### config.mk
export PLATFORM = sky130hd
export DESIGN_NAME = osks_rank_enc
export DESIGN_NICKNAME = d
export VERILOG_FILES = /design/src/rtl/core/osks_pkg.sv /design/src/rtl/core/osks_rank_enc.sv
export SDC_FILE = /design/constraint.sdc
export NUM_CORES = 1
export LEC_CHECK = 0
export ABC_AREA = 1
export BUFFER_PORTS_ARGS = -buffer_cell sky130_fd_sc_hd__buf_2
export CAP_MARGIN = 25
export CORE_MARGIN = 10
export CORE_UTILIZATION = 31
export DETAILED_ROUTE_END_ITERATION = 12
export MAX_ROUTING_LAYER = met4
export PLACE_DENSITY = 0.85
export SYNTH_ARGS = -nofsm -noshare
export SYNTH_HDL_FRONTEND = slang
export SYNTH_SLANG_ARGS = --single-unit
### constraint.sdc
create_clock -name vclk -period 0.8
set_input_delay 0.12 -clock vclk [all_inputs]
set_output_delay 0.12 -clock vclk [all_outputs]
set_load 0.02 [all_outputs]
### src/rtl/core/osks_pkg.sv
// Package for the order statistic key set: widths, command codes, controller
// states and the control word shared by the key cells. No dependencies.
`default_nettype none
package osks_pkg;

  localparam int unsigned CAPACITY_DEF = 64;
  localparam int unsigned KEY_W        = 32;
  localparam int unsigned CMD_W        = 2;
  localparam int unsigned CNT_OUT_W    = 7;

  typedef enum logic [CMD_W-1:0] {
    CMD_INSERT = 2'd0,
    CMD_DELETE = 2'd1,
    CMD_QUERY  = 2'd2,
    CMD_NONE   = 2'd3
  } cmd_e;

  typedef enum logic [1:0] {
    ST_IDLE = 2'd0,
    ST_CMP  = 2'd1,
    ST_UPD  = 2'd2
  } state_e;

  // Control word broadcast along the chain of key cells.
  typedef struct packed {
    logic cmp_en;
    logic ins_en;
    logic del_en;
  } cell_ctrl_t;

endpackage
`default_nettype wire

### src/rtl/core/osks_rank_enc.sv
// Turns the one-hot match vector of the key cells into the matching cell's
// position and a found flag. Depends on osks_pkg for the default size.
`default_nettype none
module osks_rank_enc #(
  parameter int unsigned CAPACITY = osks_pkg::CAPACITY_DEF,
  parameter int unsigned IDX_W    = (CAPACITY > 1) ? $clog2(CAPACITY) : 1
) (
  input  wire logic [CAPACITY-1:0] eq_i,
  output logic                     found_o,
  output logic [IDX_W-1:0]         idx_o
);
  import osks_pkg::*;

  always_comb begin
    idx_o = '0;
    for (int i = 0; i < int'(CAPACITY); i++) begin
      if (eq_i[i]) begin
        idx_o = idx_o | IDX_W'(i);
      end
    end
  end

  assign found_o = |eq_i;

endmodule
`default_nettype wire

==> flow_summary_export.csv, run 1 <==
group,metric,value,unit
die,row_count,13,
clocking,ctsHoldBuffers,0,
die,die_w,59.0,um
synthesis,synth.top_cell.area_share,0.511,
synthesis,syn-num-nets,176,
die,io_pins,71,
synthesis,synth.largest_area_cell,"nor2_1",
outcome,error,"[ERROR DPL-0033] detailed placement checks failed during check placement.",
outcome,status,"aborted with a tool error",
synthesis,synthTopCellsByArea,"nor2_1 51%, nand2_1 20%, nand4_1 13%",
die,die_y,59.0,um
synthesis,yosysWarnings,0,
place,dp_hpwl,2740,um
synthesis,synth_cells,112,
synthesis,synthesis.area,470,um2
clocking,cts_resized,70,
die,initial_core_util,0.344,
place,portBuffers,71,
synthesis,syn_area_per_cell,4.20,um2
place,place_inst,231,
outcome,haltStage,"clock tree synthesis",
clocking,cts_setup_buffers,0,
synthesis,synth.distinct_cells,8,
place,globalplace.congestion,0.897,
synthesis,seq_area_frac_synth,0,
[cells by family after synthesis]
logic type	synth area share
buf+inv	0.0160
simple gates	0.984
[synth_stat cells]
library cell	count
nand2_2	2
nand4_1	10
nand3_1	1
nand2_1	25
inv_1	2
nor3_1	1
nor2_2	7
nor2_1	64
[per-stage QoR]
stage / worst slack (ns) / instance area (um2)
global placement: -0.278 / 1090
detailed placement: -0.342 / 1090
floorplan: -0.0160 / 473
==> run 2: changes to the inputs <==
--- a/config.mk
+++ b/config.mk
@@ -8,11 +8,10 @@
 export ABC_AREA = 1
 export BUFFER_PORTS_ARGS = -buffer_cell sky130_fd_sc_hd__buf_2
 export CAP_MARGIN = 25
-export CORE_MARGIN = 10
-export CORE_UTILIZATION = 31
+export CORE_AREA = 10 10 71 73
 export DETAILED_ROUTE_END_ITERATION = 12
-export MAX_ROUTING_LAYER = met4
-export PLACE_DENSITY = 0.85
+export DIE_AREA = 0 0 81 83
+export PLACE_DENSITY_LB_ADDON = 0.15
 export SYNTH_ARGS = -nofsm -noshare
 export SYNTH_HDL_FRONTEND = slang
 export SYNTH_SLANG_ARGS = --single-unit
==> run 2 against run 1 <==
The flow now finishes, with violations (setup timing). Synthesized cell count did not move. Synthesized area did not move.
==> flow_summary_export.csv, run 2 <==
group,metric,value,unit
worst_setup_path,cpMostUsedCell,"buf_6",
grt,grt_pass1_wl,5260,um
final_layout,layout_common_cells,"48 x buf_2, 35 x buf_4, 26 x buf_6, 25 x nor2_2, 24 x nor2_1",
route,vias,1083,
route,drc,0,
die,io_pins,71,
clocking,ctsHoldBuffers,0,
route,ant_nets,0,
pwr,vdd_ir_drop_max,0.128,mV
place,globalplace.congestion,0.757,
final_layout,n_clock_buffer,0,
synthesis,synthTopCellsByArea,"nor2_1 51%, nand2_1 20%, nand4_1 13%",
worst_setup_path,crit_arrival,0.92,ns
timing,maxSlewViolCount,0,
final_layout,layout_commonest_cell,"buf_2",
die,die_area,0.00672,mm2
route,wire_per_inst,12.2,um
min_path,min_delay_path_depth,6,
synthesis,yosysWarnings,0,
final_layout,area_growth,237,%
pwr,powerDensity,369,mW/mm2
synthesis,synthTopCellsByCount,"64 x nor2_1, 25 x nand2_1, 10 x nand4_1",
grt,grt_pass1_vias,1163,
synthesis,synth.largest_area_cell,"nor2_1",
worst_setup_path,required,0.68,ns
final_layout,fill_cells,410,
synthesis,synth_most_common_cell,"nor2_1",
timing,worstMarginPinSlew,0.139,ns
final_layout,nNetsFinal,288,
die,die_w,81,um
die,die_y,83,um
min_path,hp-class,"in -> out",
route,dr.pass1.iters,3,
synthesis,synth.distinct_cells,8,
die,row_count,22,
worst_setup_path,critical_path_class,"in -> out",
grt,grt_max_degree,4,
timing,worst_slack,-0.237,ns
timing,post-route-min-period,1.04,ns
timing,setup_viol,7,
place,dp_hpwl,2900,um
min_path,hold_path_end,"idx_o[0]",
synthesis,synth_cells,112,
route,dr.first_iter.drc_count,19,
synthesis,synthesis.area,470,um2
synthesis,syn_area_per_cell,4.20,um2
synthesis,seq_area_frac_synth,0,
timing,rsz0062_at_grt,"true",
grt,antenna_found_initial,0,
die,initial_core_util,0.129,
route,drt-total-wl,3280,um
timing,hold_ws,0.628,ns
worst_setup_path,critPathMaxStageDelay,0.13,ns
outcome,violations,"setup timing",
timing,fin_crit_sh,1.30,
min_path,min-delay-start,"eq_i[43]",
final_layout,ff_latch_area,0,um2
synthesis,synth.top_cell.area_share,0.511,
final_layout,drive_gt1_frac,0.770,
flow_run,cap_violations,0,
route,via_per_inst,4.01,
place,portBuffers,71,
grt,grt-ovfl-total,0,
worst_setup_path,crit_path_start_kind,"input pin",
synthesis,syn-num-nets,176,
worst_setup_path,crit_chain,"buf_6, nor2_4, nand2_2, nor2_1, nand2_1, nor2_2, inv_1, buf_6",
timing,max_slew_margin,0.907,
worst_setup_path,cpMaxStageDelayCell,"buf_6",
die,fp.coreArea,0.00363,mm2
timing,max_freq,964,MHz
worst_setup_path,worstPathMaxFanout,3,
pwr,total_power,0.585,mW
pwr,cellLeakagePower,0.669,nW
worst_setup_path,cp-end-kind,"primary output",
grt,grtUsageTotal,0.0918,
final_layout,seq_cell_count,0,
final_layout,antenna_cells,0,
timing,final_hold_viol_count,0,
outcome,status,"finished with violations",
[run 2: cell counts after synthesis]
No cell type changed its count.
[run 2: cells by family (layout without fill, tap and decap cells)]
logic type,count (synthesis),in the layout,share of synthesized area
and+or+nand+nor,110,110,0.984
buffers and inverters,2,112,0.0160
[run 2: routing by layer]
layer | wire [um] | vias to the layer above | global-route usage
li1 | - | 582 | -
met1 | 1390 | 457 | 0.119
met2 | 1580 | 44 | 0.149
met3 | 318 | 0 | 0.0323
met4 | 0 | 0 | 0
met5 | 0 | - | 0
[run 2: how the worst max path moves through the flow]
stage                    end      from  depth (start not counted)  slack (ns)
floorplan           idx_o[5]  eq_i[42]                          6       -0.02
global placement     found_o  eq_i[54]                          8       -0.34
detailed placement   found_o  eq_i[17]                          8       -0.33
CTS                  found_o  eq_i[55]                          8       -0.27
global route        idx_o[4]  eq_i[19]                          8       -0.33
finish              idx_o[5]  eq_i[55]                          8       -0.24
[run 2: timing repair]
item / 4_1_cts / 5_1_grt
resized for setup: 63 / 47
setup buffers: 1 / 2
pin swaps: 31 / 35
setup endpoints to repair: 7 / 7
[run 2: cell type report]
cell class	count	area (um2)	area share
well taps	48	60.1	0.0379
inverters	2	7.51	0.00474
repair buffers	110	811	0.512
multi-input cells	110	706	0.445
[run 2: power by group]
part	leakage (nW)	internal [mW]	total [mW]	switching, mW
clock network	0	0	0	0
registers	0	0	0	0
logic	0.669	0.348	0.585	0.237
total	0.669	0.348	0.585	0.237
[run 2: per-stage QoR]
step                      std cells  instance area [um2]  utilization  TNS, ns  setup slack (ns)
after floorplan                 112                  473            -  -0.0250           -0.0160
after global placement          267                 1160        0.319    -2.01            -0.338
after detailed placement        267                 1160        0.319    -2.01            -0.334
after CTS                       268                 1390        0.382    -1.58            -0.269
after global routing            270                 1580        0.436    -2.13            -0.335
final                           270                 1580        0.436    -1.55            -0.237
[run 2: critical path, delay by kind of cell]
family                 cells  cell delay, ns
buffers and inverters      3            0.29
AND/OR/NAND/NOR            5            0.51
(Power assumes the default switching activity.)
