File: config.mk
export PLATFORM = sky130hd
export DESIGN_NAME = osks_key_cell
export DESIGN_NICKNAME = d
export VERILOG_FILES = /design/src/rtl/core/osks_pkg.sv /design/src/rtl/core/osks_key_cell.sv
export SDC_FILE = /design/constraint.sdc
export NUM_CORES = 1
export LEC_CHECK = 0
export ABC_CLOCK_PERIOD_IN_PS = 2900
export BUFFER_PORTS_ARGS = -buffer_cell sky130_fd_sc_hd__buf_2
export CORE_ASPECT_RATIO = 1.25
export CORE_UTILIZATION = 46
export CTS_CLUSTER_SIZE = 10
export DETAILED_ROUTE_END_ITERATION = 6
export GPL_ROUTABILITY_DRIVEN = 0
export PLACE_DENSITY = 0.82
export SYNTH_ARGS = -nofsm -noshare
export SYNTH_HDL_FRONTEND = slang
export SYNTH_SLANG_ARGS = --single-unit
File: constraint.sdc
create_clock -name clk_i -period 2.9 [get_ports clk_i]
set_input_delay 0.29 -clock clk_i [delete_from_list [all_inputs] [get_ports clk_i]]
set_output_delay 0.29 -clock clk_i [all_outputs]
set_load 0.02 [all_outputs]
File: src/rtl/core/osks_pkg.sv
// Package for the order statistic key set: widths, command codes, controller
// states and the control word shared by the key cells. No dependencies.
`default_nettype none
package osks_pkg;

  localparam int unsigned CAPACITY_DEF = 64;
  localparam int unsigned KEY_W        = 32;
  localparam int unsigned CMD_W        = 2;
  localparam int unsigned CNT_OUT_W    = 7;

  typedef enum logic [CMD_W-1:0] {
    CMD_INSERT = 2'd0,
    CMD_DELETE = 2'd1,
    CMD_QUERY  = 2'd2,
    CMD_NONE   = 2'd3
  } cmd_e;

  typedef enum logic [1:0] {
    ST_IDLE = 2'd0,
    ST_CMP  = 2'd1,
    ST_UPD  = 2'd2
  } state_e;

  // Control word broadcast along the chain of key cells.
  typedef struct packed {
    logic cmp_en;
    logic ins_en;
    logic del_en;
  } cell_ctrl_t;

endpackage
`default_nettype wire

File: src/rtl/core/osks_key_cell.sv
// One key cell of the sorted chain: holds a key and its compare flags, and
// shifts with its neighbours on insert and delete. Depends on osks_pkg.
`default_nettype none
module osks_key_cell (
  input  wire                               clk_i,
  input  wire osks_pkg::cell_ctrl_t         ctrl_i,
  input  wire logic signed [osks_pkg::KEY_W-1:0] cmd_key_i,
  input  wire logic                         occupied_i,
  input  wire logic signed [osks_pkg::KEY_W-1:0] left_key_i,
  input  wire logic                         left_lt_i,
  input  wire logic signed [osks_pkg::KEY_W-1:0] right_key_i,
  output logic signed [osks_pkg::KEY_W-1:0] key_o,
  output logic                              lt_o,
  output logic                              eq_o
);
  import osks_pkg::*;

  logic signed [KEY_W-1:0] key_q, key_d;
  logic                    lt_q, eq_q;

  // Cells at or beyond the insertion point move one place up; on delete
  // they take the key of the neighbour above.
  always_comb begin
    key_d = key_q;
    if (ctrl_i.ins_en && !lt_q) begin
      key_d = left_lt_i ? cmd_key_i : left_key_i;
    end else if (ctrl_i.del_en && !lt_q) begin
      key_d = right_key_i;
    end
  end

  always_ff @(posedge clk_i) begin
    key_q <= key_d;
    if (ctrl_i.cmp_en) begin
      lt_q <= occupied_i && (key_q < cmd_key_i);
      eq_q <= occupied_i && (key_q == cmd_key_i);
    end
  end

  assign key_o = key_q;
  assign lt_o  = lt_q;
  assign eq_o  = eq_q;

endmodule
`default_nettype wire

==> impl_results.md, run 1 <==
* Nets at around 520
* Antenna diode count at 0
* PwrDens at 433 mW/mm2
* Worst-Margin Slew at between 1 and 1.5 ns
* FF/Latch Area at 0.00102 mm2
* Worst Path Class, Setup: reg -> reg
* Fill cells at 463
* DR DRC count at 0
* Dpl hpwl at 4.90 mm
* DR WL/cell at 13.7 um
* Final Setup Violations at 0
* Pin count of the biggest net entering global routing at 65
* Arr. time, crit path at 1.92 ns
* Final ANT Viol Nets at 0
* Area of the multi-input gates at 0.00138 mm2
* Vias in the first global route at 2297
* Metal3 WL at 378 um
* Num ports at 136
* Final WL at approximately 6.2 mm
* Starting DRT DRC Count at 87
* Depth of the CTS H-tree at 2
* Die width at 68.6 um
* Status: complete, no violations
* Commonest cells after routing, fill and taps aside: 135 x buf_2, 39 x nand2_1, 34 x edfxtp_1
* Setup TNS at 0 ns
* Hold Vio Cnt, Final at 0
* Clock buffer depth at 2
* Crit start category: flip-flop
* Die area at approximately 0.0059 mm2
* CTS Buf Count at 5
* Uppermost layer routed: met4
* LEAKAGE at 0.00178 uW
* Clock Skews at 0.00378 ns
* Cell Area, Synth at 0.00255 mm2
* Slew HR at 0.315
* Design area at ~0.0034 mm2
* Vias/cell at 5.12
* Min Hold Slack at 0.237 ns
* Final worst path period share at 0.656
* Critical Path Start: key_o[30]
* RSZ-0062 raised after global routing: no
* Total Power at 1450 uW
* Avg Cell Area, Syn at 9.86 um2
* Part of the Yosys area used for sequential elements at 0.400
* Clock Latency Late Sink at 0.28 ns
* Commonest non-fill, non-tap cell in the layout: buf_2
* IO Port Bufs at 135
* HP Start: ctrl_i[2]
* Clock slew at reported path FFs at 0.07 ns
* First-pass GRT wire length at approximately 9.4 mm
* Ys Warns at 0
* Critical-path maximum fanout at 2
* Detail Route met2 WL at approximately 3.3 mm
* Initial antenna violation count at 0
* # clock sinks at 34
* Std cell rows at 29
* Hold_buf cts at 0
* Worst r2r src: key_o[30]
* Max Cap Viol at 0
* Area Growth Syn to Fin at 31.2%
* Worst VDD drop at 0.213 mV
* Gate Count Post-Synth at 259
* GRT Residual Overflow at 0
* Post-layout min period at 1.90 ns
* Postcts setup bufs at 0
* Yosys reg bits at 34
* WP data required at about 2.9 ns
* Placement Cell Area at 0.00327 mm2
* Final Max Tran Viols at 0
* TritonRoute pass-1 iters at 4
* Syn nets at 393
* Fmax at 526 MHz
* HP Class: in -> reg
* CTS tree: yes
* Core area at 0.00523 mm2
* Crit end category: flip-flop
* CTS root buffer: clkbuf_8
* Global router's overall resource usage at 0.216
* Post-layout util at 0.641
* Metal1 wirelength at 2.40 mm
* Number of cells upsized or downsized after cts at 0
* Vias at 2321
* Die height at between 80 and 90 um
* Yosys cell types at 30
* Layout cells sized above 1 at 0.386
* Starting Density at 0.489
==> metal layers <==
| layer | vias to the layer above | global-route usage |
|---|---|---|
| met1 | 1042 | 0.205 |
| li1 | 1184 | - |
| met4 | 0 | 0.0739 |
| met5 | - | 0 |
| met3 | 8 | 0.0457 |
| met2 | 87 | 0.426 |
==> metrics by stage <==
step,instances,setup slack (ns)
detailed placement,445,0.953
CTS,453,0.966
floorplan,259,0.577
global route,453,0.801
finish,453,0.999
global placement,445,1.04
==> path summary, 6_finish.rpt <==
check	to	slack, ns	cells past startpoint
max	lt_o	1.0	6
min reg2reg	eq_o	0.77	2
max reg2reg	lt_o	1.0	6
min	lt_o	0.24	1
==> state kept, by name (all words and copies together), names as in the netlist <==
signal and flops:
eq_o 1, key_o 32, lt_o 1
==> area by class of cell <==
type | instances | area share
Multi-Input combinational cell | 182 | 0.410
Timing Repair Buffer | 135 | 0.202
Clock inverter | 2 | 0.00261
Tap cell | 62 | 0.0232
Sequential cell | 34 | 0.305
Inverter | 32 | 0.0358
Clock buffer | 6 | 0.0217
==> kinds of logic (layout without fill, tap and decap cells) <==
kind of cell / Yosys count / count (layout) / share of synthesized area
AOI/OAI and AO/OA: 59 / 59 / 0.128
and+or+nand+nor: 58 / 58 / 0.121
buffers and inverters: 43 / 175 / 0.0657
DFF: 34 / 34 / 0.400
muxes: 33 / 33 / 0.129
adders and majority gates: 32 / 32 / 0.157
==> cell usage after synthesis <==
| cell | count | area, um2 |
|---|---|---|
| o211a_1 | 1 | 10.0 |
| nand4_2 | 2 | 25.0 |
| inv_1 | 32 | 120 |
| nand3_1 | 1 | 5.00 |
| nand2b_1 | 1 | 6.26 |
| and2b_2 | 1 | 8.76 |
| nor4_2 | 1 | 12.5 |
| a21o_2 | 1 | 8.76 |
| nor4b_2 | 1 | 15.0 |
| and4_1 | 3 | 26.3 |
| clkbuf_1 | 6 | 22.5 |
| nand4_1 | 2 | 12.5 |
| a21boi_0 | 1 | 7.51 |
| o21bai_2 | 1 | 11.3 |
| nand4_4 | 1 | 21.3 |
| a31oi_1 | 1 | 6.26 |
| edfxtp_1 | 34 | 1020 |
| o21ai_0 | 24 | 120 |
| o31ai_1 | 1 | 7.51 |
| o21ai_1 | 14 | 70.1 |
| nand2_1 | 39 | 146 |
| a211oi_1 | 3 | 22.5 |
| buf_2 | 5 | 25.0 |
| a21o_1 | 1 | 7.51 |
| nor2_1 | 4 | 15.0 |
| a21oi_1 | 11 | 55.1 |
| mux2i_1 | 33 | 330 |
| nor2b_1 | 1 | 6.26 |
| or2b_1 | 1 | 7.51 |
| ha_1 | 32 | 400 |
==> report_power, final <==
group,switching (uW),internal (uW),leakage [uW],total (uW)
logic,273,198,0.00140,471
clock network,170,165,0.0000426,335
registers,29.2,615,0.000336,644
==> critical path: stages, from the launching register on <==
cell and delay [ns]:
edfxtp_1 0.41, ha_1 0.33, nand4_2 0.14, nor4b_2 0.40, nor2_1 0.08, a31oi_1 0.19, mux2i_1 0.10
Power figures use the tool's default switching activity.
==> inputs of run 2 (changes only) <==
--- a/config.mk
+++ b/config.mk
@@ -5,7 +5,7 @@
 export SDC_FILE = /design/constraint.sdc
 export NUM_CORES = 1
 export LEC_CHECK = 0
-export ABC_CLOCK_PERIOD_IN_PS = 2900
+export ABC_CLOCK_PERIOD_IN_PS = 1800
 export BUFFER_PORTS_ARGS = -buffer_cell sky130_fd_sc_hd__buf_2
 export CORE_ASPECT_RATIO = 1.25
 export CORE_UTILIZATION = 46
==> constraint.sdc (replaced) <==
create_clock -name clk_i -period 1.8 [get_ports clk_i]
set_input_delay 0.18 -clock clk_i [delete_from_list [all_inputs] [get_ports clk_i]]
set_output_delay 0.18 -clock clk_i [all_outputs]
set_load 0.02 [all_outputs]
==> run 2 against run 1 <==
  * The flow now finishes with violations (setup timing)
  * Clock skew increased by 0.0055 ns
  * Fmax up 4.1%
  * Non-clock buffer count up 5
  * Via count grew 0.73%
  * Die area unchanged
  * Combinational power is 81% higher
  * Critical path type unchanged
  * Critical endpoint unchanged
==> impl_results.md, run 2 (synthesis results as in run 1) <==
* Placed cell count at 450 (was 445)
* Crit start category: flip-flop (unchanged)
* Max Cap Viol at 0 (unchanged)
* Starting Density at 0.489 (unchanged)
* Die area at 0.00586 mm2 (unchanged)
* CTS Buf Count at 5 (unchanged)
* Min Hold Slack at 0.111 ns (was 0.237 ns)
* Antenna diode count at 0 (unchanged)
* Setup TNS at -0.0263 ns (was 0 ns)
* Clock buffer depth at 2 (unchanged)
* Total Power at 2430 uW (was 1450 uW)
* Depth of the CTS H-tree at 2 (unchanged)
* CTS root buffer: clkbuf_8 (unchanged)
* WP data required at 1.84 ns (was 2.92 ns)
* Core area at 0.00523 mm2 (unchanged)
* Vias in the first global route at 2367 (was 2297)
* Worst-Margin Slew at 0.303 ns (was 1.03 ns)
* Final Max Tran Viols at 0 (unchanged)
* Slew HR at 0.798 (was 0.315)
* Final WL at 6.39 mm (was 6.22 mm)
* Reg-to-reg slack, setup at -0.03 ns (was 1.0 ns)
* Worst VDD drop at 0.381 mV (was 0.213 mV)
* Failing checks: setup timing
* Post-layout min period at 1.83 ns (was 1.90 ns)
* Fill cells at 431 (was 463)
* Layout cells sized above 1 at 0.422 (was 0.386)
* Clock slew at reported path FFs at 0.07 ns (about the same)
* DR DRC count at 0 (unchanged)
* Initial antenna violation count at 0 (unchanged)
* Worst r2r src: key_o[29] (was key_o[30])
* Nets at 529 (was 524)
* Area Growth Syn to Fin at 39.8% (was 31.2%)
* Final WS setup at -0.0263 ns (was 0.999 ns)
* First-pass GRT wire length at 9.92 mm (was 9.40 mm)
* Status: complete, but fails checks (was complete, no violations)
* Final worst path period share at 1.01 (was 0.656)
* FF-to-FF End: lt_o (unchanged)
* GRT Residual Overflow at 0 (unchanged)
* Largest register FFs at 32 (unchanged)
* CTS tree: yes (unchanged)
* Non-filler cells in the finished layout at 458 (was 453)
* WHS Endpoint: eq_o (was lt_o)
* Dpl hpwl at 5.03 mm (was 4.90 mm)
* Critical-path maximum fanout at 2 (unchanged)
* Die height at 85.3 um (unchanged)
* Dpl ws at -0.0497 ns (was 0.953 ns)
* Commonest cells after routing, fill and taps aside: 135 x buf_2, 39 x nand2_1, 34 x edfxtp_1 (unchanged)
* Crit end category: flip-flop (unchanged)
* Clock Latency Late Sink at 0.28 ns (about the same)
* Die width at 68.6 um (unchanged)
* Commonest non-fill, non-tap cell in the layout: buf_2 (unchanged)
* Hold Vio Cnt, Final at 0 (unchanged)
* Clock Skews at 0.00932 ns (was 0.00378 ns)
* Vias at 2338 (was 2321)
* Vias/cell at 5.10 (was 5.12)
* Worst Path Class, Setup: reg -> reg (unchanged)
* TritonRoute pass-1 iters at 4 (unchanged)
* LEAKAGE at 0.00184 uW (was 0.00178 uW)
* PwrDens at 682 mW/mm2 (was 433 mW/mm2)
* Num ports at 136 (unchanged)
* DR WL/cell at 13.9 um (was 13.7 um)
* Final Setup Violations at 1 (was 0)
* Pin count of the biggest net entering global routing at 65 (unchanged)
* WHS Path Cells at 1 (unchanged)
* Arr. time, crit path at 1.86 ns (was 1.92 ns)
* Hold_buf cts at 0 (unchanged)
* # clock sinks at 34 (unchanged)
* HP Start: ctrl_i[2] (unchanged)
* HP Class: in -> reg (unchanged)
* Final ANT Viol Nets at 0 (unchanged)
* IO Port Bufs at 135 (unchanged)
* RSZ-0062 raised after global routing: yes (was no)
* Starting DRT DRC Count at 77 (was 87)
* Global router's overall resource usage at 0.226 (was 0.216)
* Fmax at 548 MHz (was 526 MHz)
* Worst Reg-to-Reg Cells at 6 (unchanged)
* Std cell rows at 29 (unchanged)
[run 2: cell count changes in the layout (fill, tap and decap cells not counted)]
cell	delta
nand4_4	+1
nor4_4	+1
nor4b_2	-1
ha_4	+10
nand4_2	-1
ha_1	-10
buf_4	+3
o31ai_1	-1
nor4b_4	+1
o31ai_2	+1
buf_12	+2
nor4_2	-1
[run 2: layout make-up]
class	count	area, um2	share of cell area
clock buffers	6	72.6	0.0203
clock inverters	2	8.76	0.00245
inverters	32	120	0.0336
multi-input cells	182	1530	0.429
flip-flops and latches	34	1020	0.286
well taps	62	77.6	0.0217
repair buffers	140	738	0.207
[run 2: worst max path at each step]
| stage | slack [ns] | from | end |
|---|---|---|---|
| after floorplan | -0.004 | key_o[9] | lt_o |
| after global placement | -0.01 | key_o[9] | lt_o |
| after CTS | -0.02 | key_o[26] | lt_o |
| final | -0.03 | key_o[29] | lt_o |
| after global routing | -0.13 | key_o[29] | lt_o |
| after detailed placement | -0.05 | key_o[8] | lt_o |
[run 2: repair_timing]
action	CTS	global route
resized for setup	2	7
buffers inserted	0	0
pin swaps	2	4
endpoints found under the setup margin	1	1
[run 2: where the power goes]
part           switching (uW)  internal, uW  total (uW)
registers                56.5           990        1050
clock network             267           266         533
logic                     472           381         854
total                     796          1640        2430
[run 2: per-layer routing]
| layer | vias up | GRT usage | share of wire |
|---|---|---|---|
| met3 | 8 | 0.0390 | 0.066 |
| met1 | 1043 | 0.238 | 0.39 |
| met2 | 87 | 0.428 | 0.53 |
| met5 | - | 0 | 0 |
| li1 | 1200 | - | - |
| met4 | 0 | 0.0777 | 0.014 |
[run 2: metrics by stage]
step / cell area, um2 / utilization
2_1_floorplan: 2620 / -
3_3_place_gp: 3390 / 0.650
3_5_place_dp: 3390 / 0.650
5_1_grt: 3570 / 0.683
4_1_cts: 3490 / 0.669
6_report: 3570 / 0.683
[run 2: critical path, stage by stage, from the launching register on]
cell and delay (ns):
edfxtp_1 0.46, ha_4 0.32, nand4_4 0.12, nor4b_4 0.32, nor2_1 0.08, a31oi_1 0.18, mux2i_1 0.09
==> inputs of run 3 (changes only) <==
--- a/config.mk
+++ b/config.mk
@@ -5,6 +5,7 @@
 export SDC_FILE = /design/constraint.sdc
 export NUM_CORES = 1
 export LEC_CHECK = 0
+export ABC_AREA = 1
 export ABC_CLOCK_PERIOD_IN_PS = 1800
 export BUFFER_PORTS_ARGS = -buffer_cell sky130_fd_sc_hd__buf_2
 export CORE_ASPECT_RATIO = 1.25
@@ -12,7 +13,7 @@
 export CTS_CLUSTER_SIZE = 10
 export DETAILED_ROUTE_END_ITERATION = 6
 export GPL_ROUTABILITY_DRIVEN = 0
-export PLACE_DENSITY = 0.82
+export PLACE_DENSITY = 0.81
 export SYNTH_ARGS = -nofsm -noshare
 export SYNTH_HDL_FRONTEND = slang
 export SYNTH_SLANG_ARGS = --single-unit
==> run 3 against run 2 <==
  * The run now ends clean
  * Non-clock buffer count is 1 lower
  * Sequential share of layout area rose by 1.3 points
  * Flip-flop and latch count unchanged
  * Core utilization down 5.7 points
  * Sequential power is essentially flat
  * Count of clock-buffer cells in the layout rose by 1
  * Fmax rose by 8.7%
  * Cell count up 14%
  * Routed wire length is 5.1% higher
  * Final area decreased by 4.5%
  * Combinational power fell by 5.3%
  * Die area up 1.3%
==> impl_results.md, run 3 <==
* Commonest cells after routing, fill and taps aside: 135 x buf_2, 97 x nand2_1, 40 x inv_1 (was 135 x buf_2, 39 x nand2_1, 34 x edfxtp_1)
* Avg Cell Area, Syn at 7.97 um2 (was 9.86 um2)
* Cell family with most CP delay: simple AND/OR/NAND/NOR gates (unchanged)
* WHS Endpoint: lt_o (was eq_o)
* FF-to-FF End: lt_o (unchanged)
* Final ANT Viol Nets at 0 (unchanged)
* GRT Residual Overflow at 0 (unchanged)
* HP Start: ctrl_i[2] (unchanged)
* Post-layout min period at 1.68 ns (was 1.83 ns)
* Ys async rst share at 0 (unchanged)
* Reg-to-reg slack, setup at 0.12 ns (was -0.03 ns)
* CTS tree: yes (unchanged)
* Num ports at 136 (unchanged)
* Starting Density at 0.476 (was 0.489)
* Arr. time, crit path at 1.72 ns (was 1.86 ns)
* Core area at 0.00544 mm2 (was 0.00523 mm2)
* Syn nets at 459 (was 393)
* Synth top area share at 0.394 (was 0.400)
* WP data required at 1.84 ns (about the same)
* Ys Warns at 0 (unchanged)
* Initial antenna violation count at 0 (unchanged)
* Worst-Margin Slew at 0.611 ns (was 0.303 ns)
* DR WL/cell at 12.9 um (was 13.9 um)
* Critical-path maximum fanout at 2 (unchanged)
* Final WS setup at 0.121 ns (was -0.0263 ns)
* Setup TNS at 0 ns (was -0.0263 ns)
* Most common cell in the netlist: nand2_1 (unchanged)
* CTS Buf Count at 5 (unchanged)
* Status: complete, no violations (was complete, but fails checks)
* Vias/cell at 5.06 (was 5.10)
* Top FF cell, synth: edfxtp_1 (unchanged)
* Vias in the first global route at 2601 (was 2367)
* Nets at 592 (was 529)
* Postcts setup bufs at 0 (unchanged)
* Final Max Tran Viols at 0 (unchanged)
* HP Class: in -> reg (unchanged)
* Worst r2r src: key_o[23] (was key_o[29])
* Hold Vio Cnt, Final at 0 (unchanged)
* Pin count of the biggest net entering global routing at 35 (was 65)
* IO Port Bufs at 135 (unchanged)
* Critical path cell sequence: ha_1 > nand2_1 > nor2_2 > nand4_1 > nor2_2 > nand2_2 > a21oi_2 > nor2_1 (was ha_4 > nand4_4 > nor4b_4 > nor2_1 > a31oi_1 > mux2i_1)
* Dpl ws at 0.130 ns (was -0.0497 ns)
* First-pass GRT wire length at 11.1 mm (was 9.92 mm)
* Clock buffer depth at 2 (unchanged)
* Area Growth Syn to Fin at 31.8% (was 39.8%)
* Commonest non-fill, non-tap cell in the layout: buf_2 (unchanged)
* Die area at 0.00593 mm2 (was 0.00586 mm2)
* Worst VDD drop at 0.390 mV (was 0.381 mV)
* Crit end category: flip-flop (unchanged)
* Cell Area, Synth at 0.00259 mm2 (was 0.00255 mm2)
* Die height at 85.9 um (was 85.3 um)
* Starting DRT DRC Count at 97 (was 77)
* Dpl hpwl at 5.23 mm (was 5.03 mm)
* Post-layout util at 0.627 (was 0.683)
* Max Cap Viol at 0 (unchanged)
* Vias at 2640 (was 2338)
* Fmax at 595 MHz (was 548 MHz)
* LEAKAGE at 0.00180 uW (was 0.00184 uW)
* Global router's overall resource usage at 0.232 (was 0.226)
* Buffers and inverters on the worst path at 0 (unchanged)
* Yosys cell types at 22 (was 30)
* Placed cell count at 515 (was 450)
* Final worst path period share at 0.933 (was 1.01)
* Number of enable flip-flop cells after synthesis at 34 (unchanged)
* Number of cells upsized or downsized after cts at 0 (was 2)
* Clock Latency Late Sink at 0.28 ns (about the same)
* Clock slew at reported path FFs at 0.07 ns (about the same)
* Die width at 69.1 um (was 68.6 um)
* CTS root buffer: clkbuf_8 (unchanged)
* Placement Cell Area at 0.00332 mm2 (was 0.00339 mm2)
* Clock Skews at 0.00304 ns (was 0.00932 ns)
* Critical Path Most Common Cell: nor2_2
* Depth of the CTS H-tree at 2 (unchanged)
* Std cell rows at 30 (was 29)
* DR DRC count at 0 (unchanged)
* Part of the Yosys area used for sequential elements at 0.394 (was 0.400)
* Yosys reg bits at 34 (unchanged)
* Non-filler cells in the finished layout at 522 (was 458)
* TritonRoute pass-1 iters at 5 (was 4)
* Number of cells on the critical path at 8 (was 6)
* Layout cells sized above 1 at 0.352 (was 0.422)
* Gate Count Post-Synth at 325 (was 259)
* Worst Path Class, Setup: reg -> reg (unchanged)
* Largest register FFs at 32 (unchanged)
* Slew HR at 0.592 (was 0.798)
* Commonest cells post-synth: 97 x nand2_1, 40 x inv_1, 40 x nor2_1 (was 39 x nand2_1, 34 x edfxtp_1, 33 x mux2i_1)
* Design area at 0.00341 mm2 (was 0.00357 mm2)
* Worst Reg-to-Reg Cells at 8 (was 6)
* Final Setup Violations at 0 (was 1)
* Hold_buf cts at 0 (unchanged)
* PwrDens at 700 mW/mm2 (was 682 mW/mm2)
* # clock sinks at 34 (unchanged)
* WHS Path Cells at 1 (unchanged)
* Synth top area cells: edfxtp_1 39%, ha_1 15%, nand2_1 14% (was edfxtp_1 40%, ha_1 16%, mux2i_1 13%)
* Largest stage delay on the critical path at 0.40 ns (was 0.46 ns)
* Biggest area consumer among synthesized cells: edfxtp_1 (unchanged)
* Final WL at 6.71 mm (was 6.39 mm)
* Crit path max-delay cell type: edfxtp_1 (unchanged)
* Antenna diode count at 0 (unchanged)
* Crit start category: flip-flop (unchanged)
## run 3: cell count changes in the layout (fill, tap and decap cells not counted), sizes merged, moves of 4 or more
cell   previous run  this run
o21ai            38         2
nand2            39       100
a31oi             1        32
inv              32        43
a21oi            11        15
mux2i            33         0
nor2              4        44
## run 3: layout make-up
| class | instances | area, um2 |
|---|---|---|
| Clock buffer | 7 | 76.3 |
| Inverter | 43 | 161 |
| Timing Repair Buffer | 139 | 718 |
| Multi-Input combinational cell | 235 | 1350 |
| Fill cell | 513 | 2030 |
| Sequential cell | 34 | 1020 |
| Tap cell | 64 | 80.1 |
## run 3: worst max path at each step
stage               slack (ns)      start    to
global route            -0.007  key_o[23]  lt_o
global placement          0.16  key_o[15]  lt_o
CTS                       0.12  key_o[15]  lt_o
finish                    0.12  key_o[23]  lt_o
detailed placement        0.13  key_o[15]  lt_o
floorplan                 0.12  key_o[11]  lt_o
## run 3: logic make-up after synthesis
kind of cell             synth area share
AND/OR/NAND/NOR                     0.240
buffers and inverters              0.0904
AO/OA/AOI/OAI                       0.120
flip-flops                          0.394
adder cells (fa/ha/maj)             0.155
## run 3: metrics by stage
step / hold slack (ns) / power [uW]
2_1_floorplan: 0.292 / 1550
3_3_place_gp: 0.401 / 1830
3_5_place_dp: 0.401 / 1860
4_1_cts: 0.105 / 2400
5_1_grt: 0.106 / 2540
6_report: 0.111 / 2390
## run 3: power breakdown
| part | leakage [uW] | switching [uW] | total (uW) | internal (uW) |
|---|---|---|---|---|
| Clock | 0.0000383 | 278 | 544 | 267 |
| Sequential | 0.000328 | 46.4 | 1040 | 989 |
| Combinational | 0.00144 | 489 | 809 | 320 |
| Total | 0.00180 | 813 | 2390 | 1580 |
## run 3: layer usage
metal,track usage,vias to the layer above,wire (um)
li1,-,1344,-
met1,0.253,1199,2650
met2,0.444,86,3660
met3,0.0353,11,265
met4,0.0928,0,134
met5,0,-,0
